<file path="src/hw/rtl/brs_pkg.sv">
// shared types, codes and bit-counting helpers for the rank/select bit vector
package brs_pkg;

    localparam int POS_W     = 13;
    localparam int WORD_W    = 64;
    localparam int BIT_W     = 6;
    localparam int CNT_W     = 7;
    localparam int MAX_WORDS = 2 ** (POS_W - BIT_W);

    localparam logic [POS_W-1:0] UNIVERSE_RESET = 13'd4096;

    localparam logic [2:0] OP_SET_RUN     = 3'd0;
    localparam logic [2:0] OP_RANK        = 3'd1;
    localparam logic [2:0] OP_SELECT      = 3'd2;
    localparam logic [2:0] OP_SELECT_NEXT = 3'd3;
    localparam logic [2:0] OP_IS_SET      = 3'd4;

    typedef struct packed {
        logic [2:0]       op;
        logic [POS_W-1:0] position;
        logic [POS_W-1:0] amount;
    } t_in_item;

    typedef struct packed {
        logic [POS_W-1:0] answer;
        logic             bit_set;
    } t_out_item;

    typedef struct packed {
        logic [CNT_W-1:0] ones;
        logic             any;
        logic [BIT_W-1:0] first_idx;
        logic [BIT_W-1:0] last_idx;
    } t_word_info;

    function automatic logic [3:0] popcount8(input logic [7:0] b);
        logic [3:0] cnt;
        cnt = '0;
        for (int k = 0; k < 8; k++) begin
            cnt = cnt + {3'b000, b[k]};
        end
        return cnt;
    endfunction

    // index of the target-th set bit of a byte, target counted from 1
    function automatic logic [2:0] byte_select(input logic [7:0] b, input logic [3:0] target);
        logic [3:0] seen;
        logic [2:0] idx;
        logic       hit;
        seen = '0;
        idx  = '0;
        hit  = 1'b0;
        for (int k = 0; k < 8; k++) begin
            seen = seen + {3'b000, b[k]};
            if (!hit && b[k] && (seen == target)) begin
                idx = 3'(k);
                hit = 1'b1;
            end
        end
        return idx;
    endfunction

endpackage

</file>
<file path="src/hw/rtl/bitvector_rank_select.sv">
// Rank/select bit vector. The bits live in a ram of 64-bit words; an
// operation streams the words it covers through the single read port, one
// word per cycle, with a popcount and bit search on each word as it returns.
// set_run, rank, select and select_next stream the words between the
// operation's first and last bit position (up to 64 words at the default
// size); select then finds the bit inside the word that holds it, one byte
// a cycle. is_set reads a single word. set_run writes each word back in
// the cycle its data returns while the next word is read. Per-word valid
// flags make the store read as all zeros right after reset, so no clearing
// pass is needed. One operation is in flight at a time; the next one is
// taken while the last result waits in the output register.
module bitvector_rank_select #(
    parameter int MAX_BITS = 4096
) (
    input  logic                      i_clk,
    input  logic                      i_rst_n,
    input  logic                      i_cfg_we,
    input  logic [brs_pkg::POS_W-1:0] i_cfg_wdata,
    input  logic                      i_in_valid,
    output logic                      o_in_ready,
    input  brs_pkg::t_in_item         i_in_data,
    output logic                      o_out_valid,
    input  logic                      i_out_ready,
    output brs_pkg::t_out_item        o_out_data
);
    import brs_pkg::*;

    localparam int WORDS = (MAX_BITS + WORD_W - 1) / WORD_W;
    localparam int DEPTH = (WORDS > MAX_WORDS) ? MAX_WORDS : WORDS;
    localparam int AW    = (DEPTH > 1) ? $clog2(DEPTH) : 1;
    localparam int CW    = (MAX_BITS >= 2 ** POS_W) ? POS_W : $clog2(MAX_BITS);
    localparam int CAP   = (MAX_BITS > 2 ** POS_W - 1) ? 2 ** POS_W - 1 : MAX_BITS;
    localparam logic [POS_W-1:0] SIZE_CAP = POS_W'(CAP);

    localparam logic [1:0] S_IDLE   = 2'd0;
    localparam logic [1:0] S_SCAN   = 2'd1;
    localparam logic [1:0] S_REFINE = 2'd2;
    localparam logic [1:0] S_DONE   = 2'd3;

    // control state
    logic [1:0]       r_state, n_state;
    logic [POS_W-1:0] r_universe;
    logic [CW-1:0]    r_cursor, n_cursor;
    logic             r_rd_on, n_rd_on;
    logic             r_pend, n_pend;
    logic [DEPTH-1:0] r_valid;
    logic             r_out_valid;

    // operation payload
    logic [2:0]        r_op, n_op;
    logic [POS_W-1:0]  r_amount, n_amount;
    logic [POS_W-1:0]  r_lo, n_lo;
    logic [POS_W-1:0]  r_hi_m1, n_hi_m1;
    logic [POS_W-1:0]  r_count, n_count;
    logic [AW-1:0]     r_rd_addr, n_rd_addr;
    logic [AW-1:0]     r_pend_addr;
    logic [CNT_W-1:0]  r_rem, n_rem;
    logic [2:0]        r_byte, n_byte;
    logic [WORD_W-1:0] r_word, n_word;
    logic [AW-1:0]     r_word_addr, n_word_addr;
    t_out_item         r_res, n_res;
    t_out_item         r_out;

    // accept-time decode
    logic [POS_W-1:0] size;
    logic [POS_W-1:0] a_pos;
    logic [POS_W-1:0] a_amt;
    logic [POS_W:0]   a_run_end;
    logic [POS_W-1:0] a_lo;
    logic [POS_W-1:0] a_hi;
    logic             a_empty;
    logic             accept;

    // word pipeline
    logic [WORD_W-1:0] rd_data;
    logic [WORD_W-1:0] w_sel;
    logic [WORD_W-1:0] w_merged;
    t_word_info        w_info;
    logic              w_last;
    logic [AW-1:0]     lo_word;
    logic [AW-1:0]     hi_word;
    logic [POS_W:0]    sel_sum;
    logic [POS_W-1:0]  sel_rem;
    logic              ram_we;

    // refine step
    logic [7:0] ref_byte;
    logic [3:0] ref_ones;
    logic [2:0] ref_bit;

    logic out_free;

    assign size       = (r_universe > SIZE_CAP) ? SIZE_CAP : r_universe;
    assign o_in_ready = (r_state == S_IDLE);
    assign accept     = i_in_valid && o_in_ready;
    assign out_free   = !r_out_valid || i_out_ready;

    assign a_pos     = i_in_data.position;
    assign a_amt     = i_in_data.amount;
    assign a_run_end = {1'b0, a_pos} + {1'b0, a_amt};

    // each op covers the bit positions [lo, hi)
    always_comb begin
        case (i_in_data.op)
            OP_SET_RUN: begin
                a_lo = a_pos;
                a_hi = (a_run_end > {1'b0, size}) ? size : a_run_end[POS_W-1:0];
            end
            OP_RANK: begin
                a_lo = '0;
                a_hi = (a_pos < size) ? a_pos : size;
            end
            OP_SELECT: begin
                a_lo = '0;
                if (a_amt == '0) begin
                    a_hi = (size != '0) ? POS_W'(1) : '0;
                end else begin
                    a_hi = size;
                end
            end
            OP_SELECT_NEXT: begin
                a_lo = POS_W'(r_cursor) + POS_W'(1);
                a_hi = size;
            end
            OP_IS_SET: begin
                a_lo = a_pos;
                a_hi = (a_pos < size) ? a_pos + POS_W'(1) : a_pos;
            end
            default: begin
                a_lo = '0;
                a_hi = '0;
            end
        endcase
    end

    assign a_empty = (a_lo >= a_hi);

    assign lo_word = r_lo[BIT_W +: AW];
    assign hi_word = r_hi_m1[BIT_W +: AW];
    assign w_last  = (r_pend_addr == hi_word);

    brs_ram #(
        .WIDTH  (WORD_W),
        .DEPTH  (DEPTH),
        .ADDR_W (AW)
    ) u_store (
        .i_clk   (i_clk),
        .i_we    (ram_we),
        .i_waddr (r_pend_addr),
        .i_wdata (w_merged),
        .i_re    (r_rd_on),
        .i_raddr (r_rd_addr),
        .o_rdata (rd_data)
    );

    brs_word_eval u_eval (
        .i_data       (rd_data),
        .i_word_valid (r_valid[r_pend_addr]),
        .i_lo_here    (r_pend_addr == lo_word),
        .i_lo_bit     (r_lo[BIT_W-1:0]),
        .i_hi_here    (w_last),
        .i_hi_bit     (r_hi_m1[BIT_W-1:0]),
        .o_sel        (w_sel),
        .o_merged     (w_merged),
        .o_info       (w_info)
    );

    assign sel_sum  = {1'b0, r_count} + (POS_W + 1)'(w_info.ones);
    assign sel_rem  = r_amount - r_count;
    assign ref_byte = r_word[{r_byte, 3'b000} +: 8];
    assign ref_ones = popcount8(ref_byte);
    assign ref_bit  = byte_select(ref_byte, r_rem[3:0]);

    always_comb begin
        n_state     = r_state;
        n_cursor    = r_cursor;
        n_rd_on     = r_rd_on;
        n_pend      = r_rd_on;
        n_rd_addr   = r_rd_addr;
        n_op        = r_op;
        n_amount    = r_amount;
        n_lo        = r_lo;
        n_hi_m1     = r_hi_m1;
        n_count     = r_count;
        n_rem       = r_rem;
        n_byte      = r_byte;
        n_word      = r_word;
        n_word_addr = r_word_addr;
        n_res       = r_res;
        ram_we      = 1'b0;

        // read issue runs ahead of the word being processed
        if (r_rd_on) begin
            if (r_rd_addr == hi_word) begin
                n_rd_on = 1'b0;
            end else begin
                n_rd_addr = r_rd_addr + AW'(1);
            end
        end

        case (r_state)
            S_IDLE: begin
                if (accept) begin
                    n_op      = i_in_data.op;
                    n_amount  = a_amt;
                    n_lo      = a_lo;
                    n_hi_m1   = a_hi - POS_W'(1);
                    n_count   = '0;
                    n_rd_addr = a_lo[BIT_W +: AW];
                    n_res     = '0;
                    if (i_in_data.op > OP_IS_SET) begin
                        n_state = S_IDLE;
                    end else if (a_empty) begin
                        // nothing to scan: answer straight away, or for set_run go back to idle
                        if (i_in_data.op == OP_SELECT || i_in_data.op == OP_SELECT_NEXT) begin
                            n_res.answer = size;
                        end
                        n_state = (i_in_data.op == OP_SET_RUN) ? S_IDLE : S_DONE;
                    end else begin
                        n_rd_on = 1'b1;
                        n_state = S_SCAN;
                    end
                end
            end
            S_SCAN: begin
                if (r_pend) begin
                    case (r_op)
                        OP_SET_RUN: begin
                            ram_we = 1'b1;
                            if (w_last) begin
                                n_state = S_IDLE;
                            end
                        end
                        OP_RANK: begin
                            n_count = sel_sum[POS_W-1:0];
                            if (w_info.any) begin
                                n_cursor = CW'({r_pend_addr, w_info.last_idx});
                            end
                            if (w_last) begin
                                n_res.answer = sel_sum[POS_W-1:0];
                                n_state      = S_DONE;
                            end
                        end
                        OP_SELECT: begin
                            if (r_amount == '0) begin
                                // target zero only matches a clear bit 0
                                if (w_info.any) begin
                                    n_res.answer = size;
                                end else begin
                                    n_res.answer = '0;
                                    n_cursor     = '0;
                                end
                                n_state = S_DONE;
                            end else if (sel_sum >= {1'b0, r_amount}) begin
                                n_rem       = sel_rem[CNT_W-1:0];
                                n_word      = w_sel;
                                n_word_addr = r_pend_addr;
                                n_byte      = '0;
                                n_state     = S_REFINE;
                            end else if (w_last) begin
                                n_res.answer = size;
                                n_state      = S_DONE;
                            end else begin
                                n_count = sel_sum[POS_W-1:0];
                            end
                        end
                        OP_SELECT_NEXT: begin
                            if (w_info.any) begin
                                n_res.answer = POS_W'({r_pend_addr, w_info.first_idx});
                                n_cursor     = CW'({r_pend_addr, w_info.first_idx});
                                n_state      = S_DONE;
                            end else if (w_last) begin
                                n_res.answer = size;
                                n_state      = S_DONE;
                            end
                        end
                        OP_IS_SET: begin
                            n_res.bit_set = w_info.any;
                            n_state       = S_DONE;
                        end
                        default: begin
                            n_state = S_IDLE;
                        end
                    endcase
                end
                // stop the stream on any early exit
                if (n_state != S_SCAN) begin
                    n_rd_on = 1'b0;
                    n_pend  = 1'b0;
                end
            end
            S_REFINE: begin
                if (r_rem <= CNT_W'(ref_ones)) begin
                    n_res.answer = POS_W'({r_word_addr, r_byte, ref_bit});
                    n_cursor     = CW'({r_word_addr, r_byte, ref_bit});
                    n_state      = S_DONE;
                end else begin
                    n_rem  = r_rem - CNT_W'(ref_ones);
                    n_byte = r_byte + 3'd1;
                end
            end
            S_DONE: begin
                if (out_free) begin
                    n_state = S_IDLE;
                end
            end
            default: begin
                n_state = S_IDLE;
            end
        endcase
    end

    always_ff @(posedge i_clk) begin
        if (!i_rst_n) begin
            r_state     <= S_IDLE;
            r_universe  <= UNIVERSE_RESET;
            r_cursor    <= '0;
            r_rd_on     <= 1'b0;
            r_pend      <= 1'b0;
            r_valid     <= '0;
            r_out_valid <= 1'b0;
        end else begin
            r_state  <= n_state;
            r_cursor <= n_cursor;
            r_rd_on  <= n_rd_on;
            r_pend   <= n_pend;
            if (i_cfg_we) begin
                r_universe <= i_cfg_wdata;
            end
            if (ram_we) begin
                r_valid[r_pend_addr] <= 1'b1;
            end
            if (r_state == S_DONE && out_free) begin
                r_out_valid <= 1'b1;
            end else if (i_out_ready) begin
                r_out_valid <= 1'b0;
            end
        end
    end

    always_ff @(posedge i_clk) begin
        r_op        <= n_op;
        r_amount    <= n_amount;
        r_lo        <= n_lo;
        r_hi_m1     <= n_hi_m1;
        r_count     <= n_count;
        r_rd_addr   <= n_rd_addr;
        r_pend_addr <= r_rd_addr;
        r_rem       <= n_rem;
        r_byte      <= n_byte;
        r_word      <= n_word;
        r_word_addr <= n_word_addr;
        r_res       <= n_res;
        if (r_state == S_DONE && out_free) begin
            r_out <= r_res;
        end
    end

    assign o_out_valid = r_out_valid;
    assign o_out_data  = r_out;

`ifndef SYNTHESIS
    a_pend_in_scan: assert property (@(posedge i_clk) disable iff (!i_rst_n)
        (r_pend || r_rd_on) |-> (r_state == S_SCAN))
        else $error("word stream active outside a scan");

    a_write_only_run: assert property (@(posedge i_clk) disable iff (!i_rst_n)
        ram_we |-> (r_state == S_SCAN && r_op == OP_SET_RUN && r_pend))
        else $error("store written outside set_run");

    a_refine_rem: assert property (@(posedge i_clk) disable iff (!i_rst_n)
        (r_state == S_REFINE) |-> (r_rem != '0 && r_rem <= CNT_W'(WORD_W)))
        else $error("select remainder out of range for one word");

    a_result_held: assert property (@(posedge i_clk) disable iff (!i_rst_n)
        (r_out_valid && !i_out_ready) |=> (r_out_valid && $stable(r_out)))
        else $error("pending result lost or changed");
`endif

endmodule

</file>
<file path="src/hw/rtl/brs_ram.sv">
// generic simple dual-port ram with registered read
module brs_ram #(
    parameter int WIDTH  = 64,
    parameter int DEPTH  = 64,
    parameter int ADDR_W = 6
) (
    input  logic              i_clk,
    input  logic              i_we,
    input  logic [ADDR_W-1:0] i_waddr,
    input  logic [WIDTH-1:0]  i_wdata,
    input  logic              i_re,
    input  logic [ADDR_W-1:0] i_raddr,
    output logic [WIDTH-1:0]  o_rdata
);

    logic [WIDTH-1:0] r_mem [DEPTH];
    logic [WIDTH-1:0] r_rdata;

    always_ff @(posedge i_clk) begin
        if (i_we) begin
            r_mem[i_waddr] <= i_wdata;
        end
        if (i_re) begin
            r_rdata <= r_mem[i_raddr];
        end
    end

    assign o_rdata = r_rdata;

endmodule

</file>
<file path="src/hw/rtl/brs_word_eval.sv">
// per-word evaluation: range mask, popcount, lowest and highest set bit
module brs_word_eval (
    input  logic [brs_pkg::WORD_W-1:0] i_data,
    input  logic                       i_word_valid,
    input  logic                       i_lo_here,
    input  logic [brs_pkg::BIT_W-1:0]  i_lo_bit,
    input  logic                       i_hi_here,
    input  logic [brs_pkg::BIT_W-1:0]  i_hi_bit,
    output logic [brs_pkg::WORD_W-1:0] o_sel,
    output logic [brs_pkg::WORD_W-1:0] o_merged,
    output brs_pkg::t_word_info        o_info
);
    import brs_pkg::*;

    logic [WORD_W-1:0] eff;
    logic [WORD_W-1:0] lo_mask;
    logic [WORD_W-1:0] hi_mask;
    logic [WORD_W-1:0] mask;
    logic [CNT_W-1:0]  ones;
    logic [BIT_W-1:0]  first_idx;
    logic [BIT_W-1:0]  last_idx;

    // a word never written reads as all zeros
    assign eff     = i_word_valid ? i_data : '0;
    assign lo_mask = i_lo_here ? ({WORD_W{1'b1}} << i_lo_bit) : {WORD_W{1'b1}};
    assign hi_mask = i_hi_here ? ({WORD_W{1'b1}} >> (~i_hi_bit)) : {WORD_W{1'b1}};
    assign mask    = lo_mask & hi_mask;

    assign o_sel    = eff & mask;
    assign o_merged = eff | mask;

    always_comb begin
        ones      = '0;
        first_idx = '0;
        last_idx  = '0;
        for (int k = 0; k < WORD_W; k++) begin
            ones = ones + CNT_W'(o_sel[k]);
        end
        for (int k = WORD_W - 1; k >= 0; k--) begin
            if (o_sel[k]) begin
                first_idx = BIT_W'(k);
            end
        end
        for (int k = 0; k < WORD_W; k++) begin
            if (o_sel[k]) begin
                last_idx = BIT_W'(k);
            end
        end
    end

    assign o_info.ones      = ones;
    assign o_info.any       = |o_sel;
    assign o_info.first_idx = first_idx;
    assign o_info.last_idx  = last_idx;

endmodule
</file>
<file path="config.mk">
export PLATFORM = sky130hd
export DESIGN_NAME = bitvector_rank_select
export DESIGN_NICKNAME = d
export VERILOG_FILES = /design/src/hw/rtl/brs_pkg.sv /design/src/hw/rtl/bitvector_rank_select.sv /design/src/hw/rtl/brs_ram.sv /design/src/hw/rtl/brs_word_eval.sv
export SDC_FILE = /design/constraint.sdc
export NUM_CORES = 2
export LEC_CHECK = 0
export BUFFER_PORTS_ARGS = -buffer_cell sky130_fd_sc_hd__buf_2
export CORE_ASPECT_RATIO = 1.25
export CORE_MARGIN = 2
export CORE_UTILIZATION = 50
export DETAILED_ROUTE_END_ITERATION = 7
export PLACE_DENSITY = 0.68
export SYNTH_ARGS = -nofsm -noshare
export SYNTH_HDL_FRONTEND = slang
export SYNTH_SLANG_ARGS = --single-unit
</file>
<file path="constraint.sdc">
create_clock -name i_clk -period 14.2 [get_ports i_clk]
set_input_delay 3.55 -clock i_clk [delete_from_list [all_inputs] [get_ports i_clk]]
set_output_delay 3.55 -clock i_clk [all_outputs]
set_load 0.01 [all_outputs]
</file>
==> flow_metrics.env <==
export IMPL_cellLeakagePower_nw=63.0
export IMPL_syn_instance_count=8468
export IMPL_timing_critical_path_fanout_max=45
export IMPL_dr_pass1_iters=6
export IMPL_htree_num_levels=5
export IMPL_num_io_pins=63
export IMPL_run_status="complete, no violations"
export IMPL_detail_route_wirelength_um=550000
export IMPL_postCtsResizedCells=0
export IMPL_floorplan_die_width_um=540
export IMPL_holdCritPathClass="reg -> reg"
export IMPL_post_route_cell_area_um2=201000
export IMPL_ys_warnings_count=0
export IMPL_synthDominantAreaCellType="sky130_fd_sc_hd__edfxtp_1"
export IMPL_skew_ns=0.0835
export IMPL_slack_of_the_worst_reg_to_reg_path_ns=0.91
export IMPL_ir_worst_vdd_uv=629
export IMPL_place_gp_congestion=0.989
export IMPL_hold_slack_ns=0.461
export IMPL_globalRouteOverflowTotal=0
export IMPL_number_of_storage_elements_in_the_synthesis_netlist=4427
export IMPL_drt_drc_violations_left=0
export IMPL_clock_tree_buffer_depth=4
export IMPL_final_nets=9026
export IMPL_netlist_top_cells_area="sky130_fd_sc_hd__edfxtp_1, sky130_fd_sc_hd__mux4_2, sky130_fd_sc_hd__dfxtp_1"
export IMPL_number_of_global_route_vias_before_repair=92300
export IMPL_slew_limit_headroom_pct=7.80
export IMPL_area_growth_synth_to_final_pct=11.9
export IMPL_post_route_period_util_pct=93.6
export IMPL_cts_root_buffer_cell="sky130_fd_sc_hd__clkbuf_16"
export IMPL_synth_sequential_area_ratio_pct=73.5
export IMPL_setup_worst_path_end_class="flip-flop"
export IMPL_total_count_of_max_transition_violations_in_the_final_report=0
export IMPL_syn_area_um2=179000
export IMPL_die_area_um2=364000
export IMPL_dieHeight_um=674
export IMPL_path_clk_slew_ns=0.06
export IMPL_drive_above_1_share_pct=27.8
export IMPL_vias=94100
export IMPL_worst_hold_path_num_cells=1
export IMPL_global_route_usage_total_pct=30.0
export IMPL_period_needed_ns=13.29
export IMPL_grt_first_pass_wirelength_um=753000
export IMPL_wl_per_cell_um=39.7
export IMPL_ys_dominant_reg_cell="sky130_fd_sc_hd__edfxtp_1"
export IMPL_initial_core_util_pct=50.3
export IMPL_detail_route_vias_per_cell=6.79
export IMPL_layout_commonest_cell="sky130_fd_sc_hd__edfxtp_1"
export IMPL_grt_max_degree=138
export IMPL_core_rowCount=245
export IMPL_drtIter0Drc=13600
export IMPL_regToRegStartpoint="r_pend_addr[5]"
export IMPL_critPathLaunchType="flip-flop"
export IMPL_synth_top_cell_area_share_pct=72.3
export IMPL_drv_max_cap_violation_count=0
export IMPL_setup_repair_after_global_routing_missed_its_margin="false"
export IMPL_max_freq_mhz=75.2
export IMPL_post_dp_hpwl_um=313000
export IMPL_clock_tree_from_tritoncts="done"
export IMPL_synth_nets=8694
export IMPL_clock_sink_count=4427
export IMPL_p_per_area_nw_per_um2=199
export IMPL_tightest_slew_ns=1.37
export IMPL_synth_avg_cell_area_um2=21.2
export IMPL_cpMaxStageDelayCell="sky130_fd_sc_hd__dfxtp_1"
export IMPL_most_common_cell_type_on_the_critical_path="sky130_fd_sc_hd__fa_1"
export IMPL_arrival_ns=13.97
export IMPL_worstReg2RegEnd="r_res[10]"
export IMPL_async_flop_share_pct=0
export IMPL_cts_hold_buffers_added=0
export IMPL_layout_common_cells="sky130_fd_sc_hd__edfxtp_1, sky130_fd_sc_hd__mux4_2, sky130_fd_sc_hd__clkbuf_16"
export IMPL_count_of_antenna_violating_nets_left_after_detailed_routing=0
export IMPL_rr_worst_depth=36
export IMPL_timing_hold_worst_start="r_valid[59]"
export IMPL_timing_final_hold_violations=0
export IMPL_clock_insertion_delay_worst_skew_ns=0.99
export IMPL_antenna_found_initial=23
export IMPL_total_negative_setup_slacks_ns=0
export IMPL_finalSetupViolations=0
export IMPL_numCtsBuffers=414
export IMPL_port_buffer_count=62
export IMPL_hold_path_end="r_valid[59]"
export IMPL_fp_coreArea_um2=357000
export IMPL_buffer_count_from_post_cts_setup_fixing=0
export IMPL_dp_worst_setup_slack_ns=1.15
export IMPL_criticalPathCategory="reg -> reg"
export IMPL_worst_ep_required_ns=14.88
export IMPL_synth_cell_type_count=112
export IMPL_place_area_um2=187000
export IMPL_max_stage_delay_ns=0.90
export IMPL_fin_ws_ns=0.907
export IMPL_number_of_flops_mapped_to_enable_cells_by_yosys=4321
## worst max-delay path: cells and delay by family, from the launching register on
family | cells | cell delay [ns]
adders and majority gates | 12 | 5.54
AOI/OAI and AO/OA | 12 | 3.12
and+or+nand+nor | 7 | 2.53
DFF | 1 | 0.90
buffers and inverters | 4 | 0.60
xor gates and xnor gates | 1 | 0.22
## sequential cells by signal, summed over array words and instances, names as in the netlist, 7 cells and up
name and cells:
u_store.r_mem 4096, r_valid 64, r_word 64, u_store.o_rdata 64
o_out_data 14, r_res 14, r_amount 13, r_count 13
r_universe 13, r_cursor 12, r_hi_m1 12, r_lo 12
r_rem 7
## how the worst max path moves through the flow
stage | startpoint | end | slack, ns | cells past startpoint
floorplan | r_pend_addr[2] | r_word[0] | 0.05 | 43
global placement | r_pend_addr[5] | r_res[8] | 1.19 | 36
detailed placement | r_pend_addr[5] | r_rem[3] | 1.15 | 35
CTS | r_pend_addr[5] | r_byte[0] | 1.11 | 35
global route | r_pend_addr[4] | r_byte[0] | 0.48 | 35
finish | r_pend_addr[5] | r_res[10] | 0.91 | 36
## per-layer routing
metal	up-vias	GRT usage, %	wire (µm)
met1	51000	40.2	202000
met5	-	0	51
met4	10	12.7	26400
li1	36200	-	-
met2	5774	49.2	271000
met3	1040	5.11	51000
## cells in the mapped netlist (all sizes together) (42+ instances only)
master,count
a21oi,123
and3,42
buf,162
clkbuf,289
dfxtp,106
edfxtp,4321
fa,60
ha,119
inv,186
mux4,1367
nand2,251
nand3,77
nor2,267
nor2b,47
nor3,61
o21a,87
o21ai,152
xnor2,73
xor2,45
## through the flow
stage	power, W	util, %	instances
floorplan	0.0250	-	8468
finish	0.0399	56.3	13800
global route	0.0416	56.3	13800
detailed placement	0.0290	52.5	13100
CTS	0.0400	56.2	13800
global placement	0.0289	52.5	13100
## cells by family after synthesis
group           Yosys count  share of synthesized area [%]
mux                    1413                           17.4
compound gates          752                           2.94
simple gates            940                           2.59
flops                  4427                           73.5
fa+ha+maj               179                           1.50
buf+inv                 637                           1.39
xor+xnor                120                          0.636
## area by class of cell
class                   count  area, µm²
diodes                     14       35.0
clock buffers             510      10900
clock inverters           243       2550
fillers                 26100     156000
inverters                 186        698
multi-input cells        3404      45900
flip-flops and latches   4427     132000
well taps                4693       5870
repair buffers            367       2910
## report_power, final
group | internal, W | switching, W | leakage, nW
Clock | 0.00619 | 0.00491 | 6.51
Sequential | 0.0151 | 0.000414 | 40.5
Combinational | 0.00578 | 0.00750 | 15.9
Note: power is estimated with default switching activity, not from simulation.
